[src/rtl/core/actgi_pkg.sv]
// ----------------------------------------------------------------------------
// actgi_pkg
// Types and constants shared by the alignment chunk to interval unit.
// ----------------------------------------------------------------------------
package actgi_pkg;

   // operation codes
   localparam logic [2:0] OP_MATCH       = 3'd0;
   localparam logic [2:0] OP_MISMATCH    = 3'd1;
   localparam logic [2:0] OP_DIAG        = 3'd2;
   localparam logic [2:0] OP_GENOMIC_INS = 3'd3;
   localparam logic [2:0] OP_PRODUCT_INS = 3'd4;

   // result queue sizing
   localparam int RSP_DEPTH = 4;
   localparam int RSP_PTR_W = $clog2(RSP_DEPTH);
   localparam int RSP_CNT_W = $clog2(RSP_DEPTH + 1);

   typedef struct packed {
      logic [2:0]  op;
      logic [23:0] op_length;
      logic [31:0] exon_start;
      logic [31:0] exon_end;
      logic        minus_strand;
      logic        last_chunk;
   } actgi_req_type;

   typedef struct packed {
      logic [31:0] interval_from;
      logic [31:0] interval_to;
      logic        has_interval;
      logic        exon_done;
   } actgi_rsp_type;

   // running chunk state of the current exon
   typedef struct packed {
      logic [31:0] open_transcribed;
      logic [31:0] open_span;
      logic [31:0] span_before;
      logic        prev_was_diag;
      logic        chunk_open;
   } actgi_state_type;

   // results produced by one request, in delivery order
   typedef struct packed {
      logic [1:0]    count;
      actgi_rsp_type slot0;
      actgi_rsp_type slot1;
   } actgi_push_type;

   typedef struct packed {
      actgi_push_type  push;
      actgi_state_type next_state;
   } actgi_step_type;

endpackage

[src/rtl/core/actgi_if.sv]
// ----------------------------------------------------------------------------
// actgi request and response channels
// Valid/ready channel interfaces for the interval unit.
// ----------------------------------------------------------------------------
interface actgi_req_if import actgi_pkg::*; ();
   logic          valid;
   logic          ready;
   actgi_req_type data;

   modport source (output valid, output data, input ready);
   modport sink   (input valid, input data, output ready);
endinterface

interface actgi_rsp_if import actgi_pkg::*; ();
   logic          valid;
   logic          ready;
   actgi_rsp_type data;

   modport source (output valid, output data, input ready);
   modport sink   (input valid, input data, output ready);
endinterface

[src/rtl/core/alignment_chunks_to_genomic_intervals_unit.sv]
// ----------------------------------------------------------------------------
// alignment_chunks_to_genomic_intervals_unit
// Turns one exon's alignment operations into genomic intervals.
// ----------------------------------------------------------------------------
// Each request is one alignment operation of an exon; the unit merges
// diagonal runs into chunks, folds gaps into the open chunk and returns each
// chunk with nonzero transcribed length as a genomic interval offset from the
// exon start (plus strand) or end (minus strand). A request is taken every
// cycle while the four-entry result queue has two free slots; a request is
// registered in the input stage register, processed from there once the queue
// has two free slots, and its results are written into the queue. A request
// can produce two results, and the response channel drains one per cycle
// while ready is high, so streams with many chunk closes at exon ends are
// limited by the response port.
module alignment_chunks_to_genomic_intervals_unit import actgi_pkg::*; (
   input  logic         clock,
   input  logic         reset,
   actgi_req_if.sink    req_chan,
   actgi_rsp_if.source  rsp_chan
);

   logic            stage_valid_ff;
   logic            stage_valid_in;
   actgi_req_type   stage_data_ff;
   actgi_state_type state_ff;
   actgi_state_type state_in;
   actgi_step_type  step;
   actgi_push_type  push;
   logic            room;
   logic            advance;
   logic            req_take;

   // input register handshake
   assign advance        = stage_valid_ff && room;
   assign req_chan.ready = !stage_valid_ff || room;
   assign req_take       = req_chan.valid && req_chan.ready;
   assign stage_valid_in = req_take || (stage_valid_ff && !advance);

   always_ff @(posedge clock) begin
      if (reset) begin
         stage_valid_ff <= 1'b0;
      end else begin
         stage_valid_ff <= stage_valid_in;
      end
   end

   always_ff @(posedge clock) begin
      if (req_take) begin
         stage_data_ff <= req_chan.data;
      end
   end

   // chunk logic
   actgi_step u_step (
      .state (state_ff),
      .item  (stage_data_ff),
      .step  (step)
   );

   // chunk state update
   assign state_in = advance ? step.next_state : state_ff;

   always_ff @(posedge clock) begin
      if (reset) begin
         state_ff <= '0;
      end else begin
         state_ff <= state_in;
      end
   end

   // results into the queue
   always_comb begin
      push       = step.push;
      push.count = advance ? step.push.count : 2'd0;
   end

   actgi_rsp_fifo u_rsp_fifo (
      .clock    (clock),
      .reset    (reset),
      .push     (push),
      .room     (room),
      .rsp_chan (rsp_chan)
   );

endmodule

[src/rtl/core/actgi_step.sv]
// ----------------------------------------------------------------------------
// actgi_step
// Next chunk state and up to two result entries for one request.
// ----------------------------------------------------------------------------
module actgi_step import actgi_pkg::*; (
   input  actgi_state_type state,
   input  actgi_req_type   item,
   output actgi_step_type  step
);

   // interval for a chunk at offset span from the strand origin
   function automatic actgi_rsp_type make_interval(
      input logic [31:0] start,
      input logic [31:0] stop,
      input logic        minus,
      input logic [31:0] span,
      input logic [31:0] tlen,
      input logic        done
   );
      actgi_rsp_type r;
      logic [31:0]   near;
      logic [31:0]   far;
      r.has_interval = 1'b1;
      r.exon_done    = done;
      if (minus) begin
         near            = stop - span;
         far             = near - (tlen - 32'd1);
         r.interval_from = far;
         r.interval_to   = near;
      end else begin
         near            = start + span;
         far             = near + (tlen - 32'd1);
         r.interval_from = near;
         r.interval_to   = far;
      end
      return r;
   endfunction

   logic            diag;
   logic            extend;
   logic            emit_closed;
   logic            emit_final;
   logic [31:0]     len;
   actgi_state_type upd;
   actgi_rsp_type   closed_rsp;
   actgi_rsp_type   final_rsp;

   assign len  = {8'd0, item.op_length};
   assign diag = item.op inside {[OP_MATCH:OP_DIAG]};

   // chunk bookkeeping
   always_comb begin
      upd         = state;
      extend      = state.prev_was_diag && state.chunk_open;
      emit_closed = 1'b0;
      if (diag) begin
         if (extend) begin
            upd.open_transcribed = state.open_transcribed + len;
            upd.open_span        = state.open_span + len;
         end else begin
            if (state.chunk_open) begin
               emit_closed     = (state.open_transcribed != 32'd0);
               upd.span_before = state.span_before + state.open_span;
            end
            upd.open_transcribed = len;
            upd.open_span        = len;
            upd.chunk_open       = 1'b1;
         end
      end else begin
         if (!state.chunk_open) begin
            upd.open_transcribed = 32'd0;
            upd.open_span        = 32'd0;
            upd.chunk_open       = 1'b1;
         end
         case (item.op)
            OP_PRODUCT_INS: upd.open_transcribed = upd.open_transcribed + len;
            OP_GENOMIC_INS: upd.open_span        = upd.open_span + len;
            default:        upd.open_span        = upd.open_span;
         endcase
      end
      upd.prev_was_diag = diag;
   end

   // closed chunk uses the state before this request
   assign closed_rsp = make_interval(item.exon_start, item.exon_end, item.minus_strand,
                                     state.span_before, state.open_transcribed, 1'b0);

   // end of exon: open chunk as interval, or a bare end marker
   assign emit_final = upd.chunk_open && (upd.open_transcribed != 32'd0);
   always_comb begin
      if (emit_final) begin
         final_rsp = make_interval(item.exon_start, item.exon_end, item.minus_strand,
                                   upd.span_before, upd.open_transcribed, 1'b1);
      end else begin
         final_rsp = '{interval_from: 32'd0, interval_to: 32'd0,
                       has_interval: 1'b0, exon_done: 1'b1};
      end
   end

   // result ordering and state after the request
   always_comb begin
      step.push.count = {1'b0, emit_closed} + {1'b0, item.last_chunk};
      step.push.slot0 = emit_closed ? closed_rsp : final_rsp;
      step.push.slot1 = final_rsp;
      step.next_state = item.last_chunk ? '0 : upd;
   end

endmodule

[src/rtl/core/actgi_rsp_fifo.sv]
// ----------------------------------------------------------------------------
// actgi_rsp_fifo
// Small result queue taking up to two entries per cycle, one out per cycle.
// ----------------------------------------------------------------------------
module actgi_rsp_fifo import actgi_pkg::*; (
   input  logic           clock,
   input  logic           reset,
   input  actgi_push_type push,
   output logic           room,
   actgi_rsp_if.source    rsp_chan
);

   actgi_rsp_type          mem_ff [RSP_DEPTH];
   logic [RSP_PTR_W-1:0]   wr_ptr_ff;
   logic [RSP_PTR_W-1:0]   wr_ptr_in;
   logic [RSP_PTR_W-1:0]   rd_ptr_ff;
   logic [RSP_PTR_W-1:0]   rd_ptr_in;
   logic [RSP_CNT_W-1:0]   count_ff;
   logic [RSP_CNT_W-1:0]   count_in;
   logic                   pop;

   // output side
   assign rsp_chan.valid = (count_ff != '0);
   assign rsp_chan.data  = mem_ff[rd_ptr_ff];
   assign pop            = rsp_chan.valid && rsp_chan.ready;

   // two free entries needed, from registered fill only
   assign room = (count_ff <= RSP_CNT_W'(RSP_DEPTH - 2));

   // pointer and fill tracking
   assign wr_ptr_in = wr_ptr_ff + RSP_PTR_W'(push.count);
   assign rd_ptr_in = rd_ptr_ff + RSP_PTR_W'(pop);
   assign count_in  = count_ff + RSP_CNT_W'(push.count) - RSP_CNT_W'(pop);

   always_ff @(posedge clock) begin
      if (reset) begin
         wr_ptr_ff <= '0;
         rd_ptr_ff <= '0;
         count_ff  <= '0;
      end else begin
         wr_ptr_ff <= wr_ptr_in;
         rd_ptr_ff <= rd_ptr_in;
         count_ff  <= count_in;
      end
   end

   // storage writes
   always_ff @(posedge clock) begin
      if (push.count != 2'd0) begin
         mem_ff[wr_ptr_ff] <= push.slot0;
      end
      if (push.count == 2'd2) begin
         mem_ff[wr_ptr_ff + RSP_PTR_W'(1)] <= push.slot1;
      end
   end

endmodule

[src/flat_wrapper.sv]
// flat-port wrapper written by rule: the top's interface ports become plain ports
module alignment_chunks_to_genomic_intervals_unit_flat import actgi_pkg::*;
  (clock, reset, req_chan_valid, req_chan_data, req_chan_ready, rsp_chan_valid, rsp_chan_data, rsp_chan_ready);
  actgi_req_if req_chan_i ();
  actgi_rsp_if rsp_chan_i ();
  input  logic clock;
  input  logic reset;
  input wire logic [$bits(req_chan_i.valid)-1:0] req_chan_valid;
  input wire logic [$bits(req_chan_i.data)-1:0] req_chan_data;
  output wire logic [$bits(req_chan_i.ready)-1:0] req_chan_ready;
  output wire logic [$bits(rsp_chan_i.valid)-1:0] rsp_chan_valid;
  output wire logic [$bits(rsp_chan_i.data)-1:0] rsp_chan_data;
  input wire logic [$bits(rsp_chan_i.ready)-1:0] rsp_chan_ready;
  assign req_chan_i.valid = req_chan_valid;
  assign req_chan_i.data = req_chan_data;
  assign req_chan_ready = req_chan_i.ready;
  assign rsp_chan_valid = rsp_chan_i.valid;
  assign rsp_chan_data = rsp_chan_i.data;
  assign rsp_chan_i.ready = rsp_chan_ready;
  alignment_chunks_to_genomic_intervals_unit u_core (.clock(clock), .reset(reset), .req_chan(req_chan_i), .rsp_chan(rsp_chan_i));
endmodule
[config.mk]
export PLATFORM = sky130hd
export DESIGN_NAME = alignment_chunks_to_genomic_intervals_unit_flat
export DESIGN_NICKNAME = d
export VERILOG_FILES = /design/src/rtl/core/actgi_pkg.sv /design/src/rtl/core/actgi_if.sv /design/src/rtl/core/alignment_chunks_to_genomic_intervals_unit.sv /design/src/rtl/core/actgi_step.sv /design/src/rtl/core/actgi_rsp_fifo.sv /design/src/flat_wrapper.sv
export SDC_FILE = /design/constraint.sdc
export NUM_CORES = 2
export LEC_CHECK = 0
export ABC_AREA = 1
export BUFFER_PORTS_ARGS = -buffer_cell sky130_fd_sc_hd__buf_2
export CAP_MARGIN = 20
export CELL_PAD_IN_SITES_DETAIL_PLACEMENT = 0
export CELL_PAD_IN_SITES_GLOBAL_PLACEMENT = 1
export CORE_ASPECT_RATIO = 0.8
export CORE_UTILIZATION = 42
export DETAILED_ROUTE_END_ITERATION = 6
export PLACE_DENSITY_LB_ADDON = 0.15
export SYNTH_ARGS = -nofsm -noshare
export SYNTH_HDL_FRONTEND = slang
export SYNTH_HIERARCHICAL = 1
export SYNTH_SLANG_ARGS = --single-unit
export TNS_END_PERCENT = 50
[constraint.sdc]
create_clock -name clock -period 8.3 [get_ports clock]
set_input_delay 0.415 -clock clock [delete_from_list [all_inputs] [get_ports clock]]
set_output_delay 0.415 -clock clock [all_outputs]
set_load 0.005 [all_outputs]
Word level (Yosys, flattened, before mapping)
Memory sizes are Yosys's and may differ from the RTL's. A register that Yosys moved wholly into a read port is not among the register bits.
Index checks and enable logic that the tools add are counted.
{"block": "word_totals", "ff_bits": 199, "latch_bits": 0, "ramBits": 264, "mem_bits_ro": 0, "in_bits": 97, "out_inout_bits": 68, "word_cells": 83, "memories": 1}
{"name": "u_core.u_rsp_fifo.mem_ff", "depth": 4, "width": 66, "read_ports": 1, "rd_ports_with_merged_regs": 1, "wr": 2, "line": "actgi_rsp_fifo.sv:13", "source": "actgi_rsp_type mem_ff [RSP_DEPTH];"}
{"block": "classes", "n_addsub": 21, "mul": 0, "div_mod_pow": 0, "order_cmp": 3, "n_eq_ne": 3, "shift": 0, "n_mux": 25, "n_bitwise": 0, "n_reduce_logical": 15}
{"op": "$mux W64", "count": 6}
{"op": "$add A32 B32 Y32", "count": 5}
{"op": "$mux W32", "count": 5}
{"op": "$mux W66", "count": 2}
{"op": "$add A32 B24 Y32", "count": 4}
{"op": "$sub A32 B32 Y32", "count": 4}
{"op": "$mux W98", "count": 1}
{"op": "$reduce_bool A32 Y1", "count": 2}
{"op": "$sub A32 B1 Y32 const B", "count": 2}
{"op": "$mux W1", "count": 9}
{"op": "$logic_and A1 B1 Y1", "count": 7}
{"op": "$le A3 B2 Y1 const B", "count": 2}
{"op": "$mux W2", "count": 2}
{"op": "$add A3 B2 Y3", "count": 1}
{"op": "$eq A3 B2 Y1 const B", "count": 1}
{"op": "$eq A3 B3 Y1 const B", "count": 1}
{"op": "$ge A3 B1 Y1 const B", "count": 1}
{"op": "$reduce_bool A3 Y1", "count": 1}
{"op": "$sub A3 B1 Y3", "count": 1}
{"op": "$add A1 B1 Y2", "count": 1}
{"op": "$add A2 B1 Y2", "count": 1}
{"op": "$add A2 B1 Y2 const B", "count": 1}
{"op": "$add A2 B2 Y2", "count": 1}
{"op": "$eq A2 B2 Y1 const B", "count": 1}
{"op": "3 further kinds", "count": 5}

Depth between registers and ports, before layout
{"block": "depth", "ltp_word": 11, "ltp_mapped": 45, "depth_no_buf": 45}

Cells and area by module
Netlist, hierarchy kept.
{"mod": "actgi_step", "instances": 1, "cells_per_inst": 5187, "area_per_inst_um2": 27781.6, "seq_area_each_um2": 0.0}
{"mod": "actgi_rsp_fifo", "instances": 1, "cells_per_inst": 1354, "area_per_inst_um2": 13025.0, "seq_area_each_um2": 8067.7}
{"mod": "alignment_chunks_to_genomic_intervals_unit", "instances": 1, "cells_per_inst": 724, "area_per_inst_um2": 6824.0, "seq_area_each_um2": 4774.6}

Least setup slack after synthesis
OpenSTA, ideal clock, no wires.
{"block": "synth_timing", "kind": "register to register", "startpoint": "register u_core/stage_data_ff[91] in the netlist's numbering", "endpoint": "memory u_core/u_rsp_fifo/mem_ff[3][0] in the netlist's numbering (enable)", "setup_time_ns": 0.588, "t_arrival_ns": 7.342, "t_required_ns": 7.712, "setup_slack_ns": 0.370, "path_stages_with_launch": 16, "path_buffers": 3, "period_less_slack_ns": 7.930, "cell_sequence": "edfxtp_1 -> nand2_1 -> nand2_2 -> inv_2 -> buf_2 -> buf_2 -> nand2_1 -> inv_1 -> nand2_1 -> inv_2 -> clkbuf_1 -> ha_1 -> inv_1 -> nor2_1 -> nor2_1 -> o31ai_1"}
{"item": "from (decl)", "line": "alignment_chunks_to_genomic_intervals_unit.sv:24", "source": "actgi_req_type stage_data_ff;"}
{"item": "from (signal assigned)", "line": "alignment_chunks_to_genomic_intervals_unit.sv:49", "source": "stage_data_ff <= req_chan.data;"}
{"item": "to (decl)", "line": "actgi_rsp_fifo.sv:13"}

==> results list <==
- Ratio of routed vias to standard cells: 5.60
- For this run, the detailed router's first-pass iteration total came to 6.
* Area enclosed by the die boundary: 115,000 µm²
* RSZ-0062 raised after global routing: no
* Post-Synth XOR/XNOR Area: 5.31%
- Largest net degree at the start of global routing: 92
- Critical path startpoint category: flop
- A synthesized cell averages 6.56 µm².
- Count of H-tree levels built during CTS: 2
- The critical path is of the flop to flop type.
* Final Hold Fails: 0
- Number of nets in the layout: 7,926
- Final min period: 7.51 ns
* Initial antenna violation count: 17
- Hold-critical path depth: 3
* Relative contribution of the clock network to total power: 13.8%
* Library cell contributing the largest single delay on the critical path: sky130_fd_sc_hd__a21boi_0
- Sequential group share of total power: 18.6%
* Number of setup violations in the final report: 0
- The internal power of the cells totals 0.00818 W.
- Endpoint arrival time on the critical path: 7.87 ns
- Among all flip-flop cells after synthesis, the most frequent one is sky130_fd_sc_hd__edfxtp_1.
- For this run, design rule violations remaining after detail routing come to 0.
- The startpoint identified for the worst register-to-register timing path is u_core/state_ff[2]$_SDFFE_PP0N_.
- Global-route wire length before repair: 306 mm
* Non-filler instance count after layout: 8,991
- Counting the buffers created by CTS gives 52.
- Vertical die dimension: 303 µm
- Delay of the slowest cell on the worst path: 0.52 ns
* Share of final-layout standard cells stronger than drive strength 1: 6.34%
- On the final layout, the worst clock skew is 0.0451 ns.
* Drt first-iter violations: 6,099
- The tree is rooted in a sky130_fd_sc_hd__clkbuf_16.
- Summing all non-filler instances in the final layout gives an area of 52,700 µm².
- Post-synth EDFFs: 357
- In the global route stage, overall resource usage came out at 36.4%.
- Total instance count after detailed placement: 8,792
- Ys Warns: 6
- Count of buffers inserted at the top-level ports: 164
- The initial utilization of the core area, before any placement, comes to 42.4%.
- Commonest cells after routing, fill and taps aside: sky130_fd_sc_hd__nand2_1, sky130_fd_sc_hd__inv_1, sky130_fd_sc_hd__nor2_1, sky130_fd_sc_hd__o21ai_0, sky130_fd_sc_hd__a21oi_1
* Ratio of total power to cell area: 342 nW/µm²
- Total grt overflow: 0
- Share of synthesized area spent on multiplexers: 0.0210%
- For the pin with the worst max-slew slack, the measured transition is 1.25 ns.
- After synthesis the netlist holds a flip-flop and latch count of 463.
* Setup slack of the most critical reg-to-reg path: 0.79 ns
- Among the stages of the critical path, the cell type that occurs most often is sky130_fd_sc_hd__nand2_1.
- Across the run, the number of max-cap violations was 0.
- STA classifies the critical path endpoint as a flop.
- The analysis attributes to cell leakage a power of 26.1 nW.
- Logic gate share of total power: 67.6%
- Launch point of the critical path: u_core/state_ff[2]$_SDFFE_PP0N_
* Synthesis-to-finish area growth: 10.7%
* Cell accounting for the most synthesized area: sky130_fd_sc_hd__edfxtp_1
- Number of max-slew violations in the final report: 0
- The run finished with clean final reports.
* Async set-reset flop share out of synthesis: 0%
- At the end of routability-driven placement, the weighted congestion stood at 1.07.
- After layout, the worst path uses 90.4% of the clock period.
- Gate count of the mapped netlist: 7,265
- Wires add up to 214 mm.
- For this block, the via count after detailed routing is 50,326.
- Of the total synthesized cell area, the portion taken by AND, OR, NAND and NOR gates is 28.6%.
- Leading cell type in the layout, fill and taps excluded: sky130_fd_sc_hd__nand2_1
- Post-detailed-route wirelength per cell: 23.8 µm
* Clk_lat worst skew: 0.69 ns
* Cell types with the largest area share after synthesis: sky130_fd_sc_hd__edfxtp_1, sky130_fd_sc_hd__nand2_1, sky130_fd_sc_hd__ha_1, sky130_fd_sc_hd__inv_1, sky130_fd_sc_hd__nor2_1
* Horizontal die dimension: 379 µm
- Maximum root-to-sink buffer count: 3
* Post-synth net total: 7,760
* Max FO, Critical Path: 5
- Placeable core region: 112,000 µm²
- Summing the areas of all fa, ha and maj instances in the mapped netlist gives 10.7% of the synthesized area.
- Once placement finished, the instance area stood at 50,000 µm².
* DP HPWL: 172 mm
- The count of nets left with antenna violations once routing finished came out at 0.
- Share of the synthesized area in the top cell type: 22.5%
- In this run the worst hold path is classified as input port to flop.
- VDD sags by at most 0.000202 V.
- Compound-Gate Fraction of Synth Area: 18.1%
- By area, the combinational part of the netlist is dominated by simple AND/OR/NAND/NOR gates.
- Sequential-to-total area share from yosys stat: 27.0%
- I/O pin cnt: 165
- Via count of the first global-routing pass: 45,010
- Clock transition time at the flip-flop clock pins of the worst setup and hold paths: 0.06 ns
- Net switching is 54.6% of the power.
- TritonCTS built the clock tree.
- In this run the power spent charging and discharging nets is 0.00984 W.
* Worst min-delay path startpoint: req_chan_valid
- Critical path required time: 8.67 ns
* Number of unique standard cell types used by synthesis: 68
* Rel. slew slack: 16.1%
- Highest clock frequency the design can meet: 133 MHz
- The clock drives 463 sinks.
- For the worst flop-to-flop path, the logic depth is 34.
* Combined area of all synthesized cells: 47,600 µm²
* Num rows: 110
- Adding up every negative setup slack in the final design gives 0 ns.
## through the flow
step / hold slack, ns / power [W] / util (%) / setup slack, ns
floorplan: 0.484 / 0.0109 / - / 0.370
global placement: 0.511 / 0.0150 / 44.4 / 0.891
detailed placement: 0.522 / 0.0150 / 44.4 / 0.911
CTS: 0.0178 / 0.0176 / 46.8 / 0.860
global route: 0.0729 / 0.0192 / 46.9 / 0.0884
finish: 0.0549 / 0.0180 / 46.9 / 0.793
## synth_stat cells (8+ instances only)
| cell type | count |
|---|---|
| sky130_fd_sc_hd__a211oi_1 | 30 |
| sky130_fd_sc_hd__a21boi_0 | 24 |
| sky130_fd_sc_hd__a21o_1 | 18 |
| sky130_fd_sc_hd__a21oi_1 | 484 |
| sky130_fd_sc_hd__a221oi_1 | 15 |
| sky130_fd_sc_hd__a31oi_1 | 52 |
| sky130_fd_sc_hd__buf_1 | 11 |
| sky130_fd_sc_hd__buf_2 | 76 |
| sky130_fd_sc_hd__buf_4 | 9 |
| sky130_fd_sc_hd__buf_6 | 13 |
| sky130_fd_sc_hd__clkbuf_1 | 122 |
| sky130_fd_sc_hd__dfxtp_1 | 106 |
| sky130_fd_sc_hd__edfxtp_1 | 357 |
| sky130_fd_sc_hd__fa_1 | 14 |
| sky130_fd_sc_hd__ha_1 | 384 |
| sky130_fd_sc_hd__inv_1 | 1000 |
| sky130_fd_sc_hd__inv_2 | 18 |
| sky130_fd_sc_hd__nand2_1 | 1857 |
| sky130_fd_sc_hd__nand2_2 | 14 |
| sky130_fd_sc_hd__nand3_1 | 315 |
| sky130_fd_sc_hd__nand3b_1 | 21 |
| sky130_fd_sc_hd__nand4_1 | 65 |
| sky130_fd_sc_hd__nor2_1 | 846 |
| sky130_fd_sc_hd__nor2_2 | 8 |
| sky130_fd_sc_hd__nor3_1 | 77 |
| sky130_fd_sc_hd__nor4_1 | 19 |
| sky130_fd_sc_hd__o211ai_1 | 50 |
| sky130_fd_sc_hd__o21a_1 | 21 |
| sky130_fd_sc_hd__o21ai_0 | 507 |
| sky130_fd_sc_hd__o21ai_1 | 190 |
| sky130_fd_sc_hd__o21ai_2 | 10 |
| sky130_fd_sc_hd__o21bai_1 | 31 |
| sky130_fd_sc_hd__o221ai_1 | 13 |
| sky130_fd_sc_hd__o22ai_1 | 71 |
| sky130_fd_sc_hd__o31ai_1 | 9 |
| sky130_fd_sc_hd__or2_2 | 48 |
| sky130_fd_sc_hd__xnor2_1 | 118 |
| sky130_fd_sc_hd__xor2_1 | 167 |
## cell type report
class                   instances  area [µm²]
repair buffers                344        2400
flip-flops and latches        463       12800
multi-input cells            5551       30000
well taps                    1512        1890
diodes                          4        10.0
clock buffers                  62        1350
clock inverters                36         425
inverters                    1019        3830
fillers                     11822       59700
## logic make-up after synthesis
family | Yosys count
muxes | 1
and+or+nand+nor | 3313
adders and majority gates | 398
buffers and inverters | 1251
AOI/OAI and AO/OA | 1551
xor gates and xnor gates | 287
DFF | 463
other | 1
## final timing paths
check | to
max | u_core/u_rsp_fifo/mem_ff[0][60]$_DFFE_PP_
min | u_core/stage_valid_ff$_SDFF_PP0_
max reg2reg | u_core/u_rsp_fifo/mem_ff[0][60]$_DFFE_PP_
min reg2reg | u_core/u_rsp_fifo/count_ff[2]$_SDFF_PP0_
## registers in the layout, summed over array words and instances, names as in the netlist
signal and count:
u_core/u_rsp_fifo/mem_ff 264, u_core/u_rsp_fifo/wr_ptr_ff 2, u_core/u_rsp_fifo/count_ff 3, u_core/u_rsp_fifo/rd_ptr_ff 2, u_core/stage_data_ff 93, u_core/state_ff 98, u_core/stage_valid_ff 1
## power by group through the flow
stage / sequential [W] / clock (W) / combinational (W)
floorplan: 0.00323 / 0 / 0.00770
global placement: 0.00339 / 0 / 0.0116
detailed placement: 0.00339 / 0 / 0.0116
CTS: 0.00334 / 0.00253 / 0.0117
global route: 0.00337 / 0.00260 / 0.0132
finish: 0.00335 / 0.00248 / 0.0122
## layer usage
| layer | vias up | GRT usage, % | wire length (µm) |
|---|---|---|---|
| met5 | - | 0 | 63 |
| met4 | 10 | 7.89 | 4640 |
| met3 | 220 | 9.27 | 24000 |
| met2 | 2287 | 51.6 | 85300 |
| met1 | 23480 | 54.5 | 99600 |
| li1 | 24329 | - | - |
## repair_timing
action | 4_1_cts | 5_1_grt
gates resized for setup | 0 | 1
buffers inserted | 0 | 0
setup endpoints to repair | 0 | 7
hold buffers | 93 | 0
endpoints found under the hold margin | 93 | 0
## worst max-delay path: cells and delay by family (launching register included)
kind                       cells  cell delay [ns]
AOI/OAI and AO/OA             15             3.44
adders and majority gates      4             1.32
and+or+nand+nor                9             1.05
xor gates and xnor gates       3             0.68
DFF                            1             0.38
buffers and inverters          3             0.32
Power figures use the tool's default switching activity.
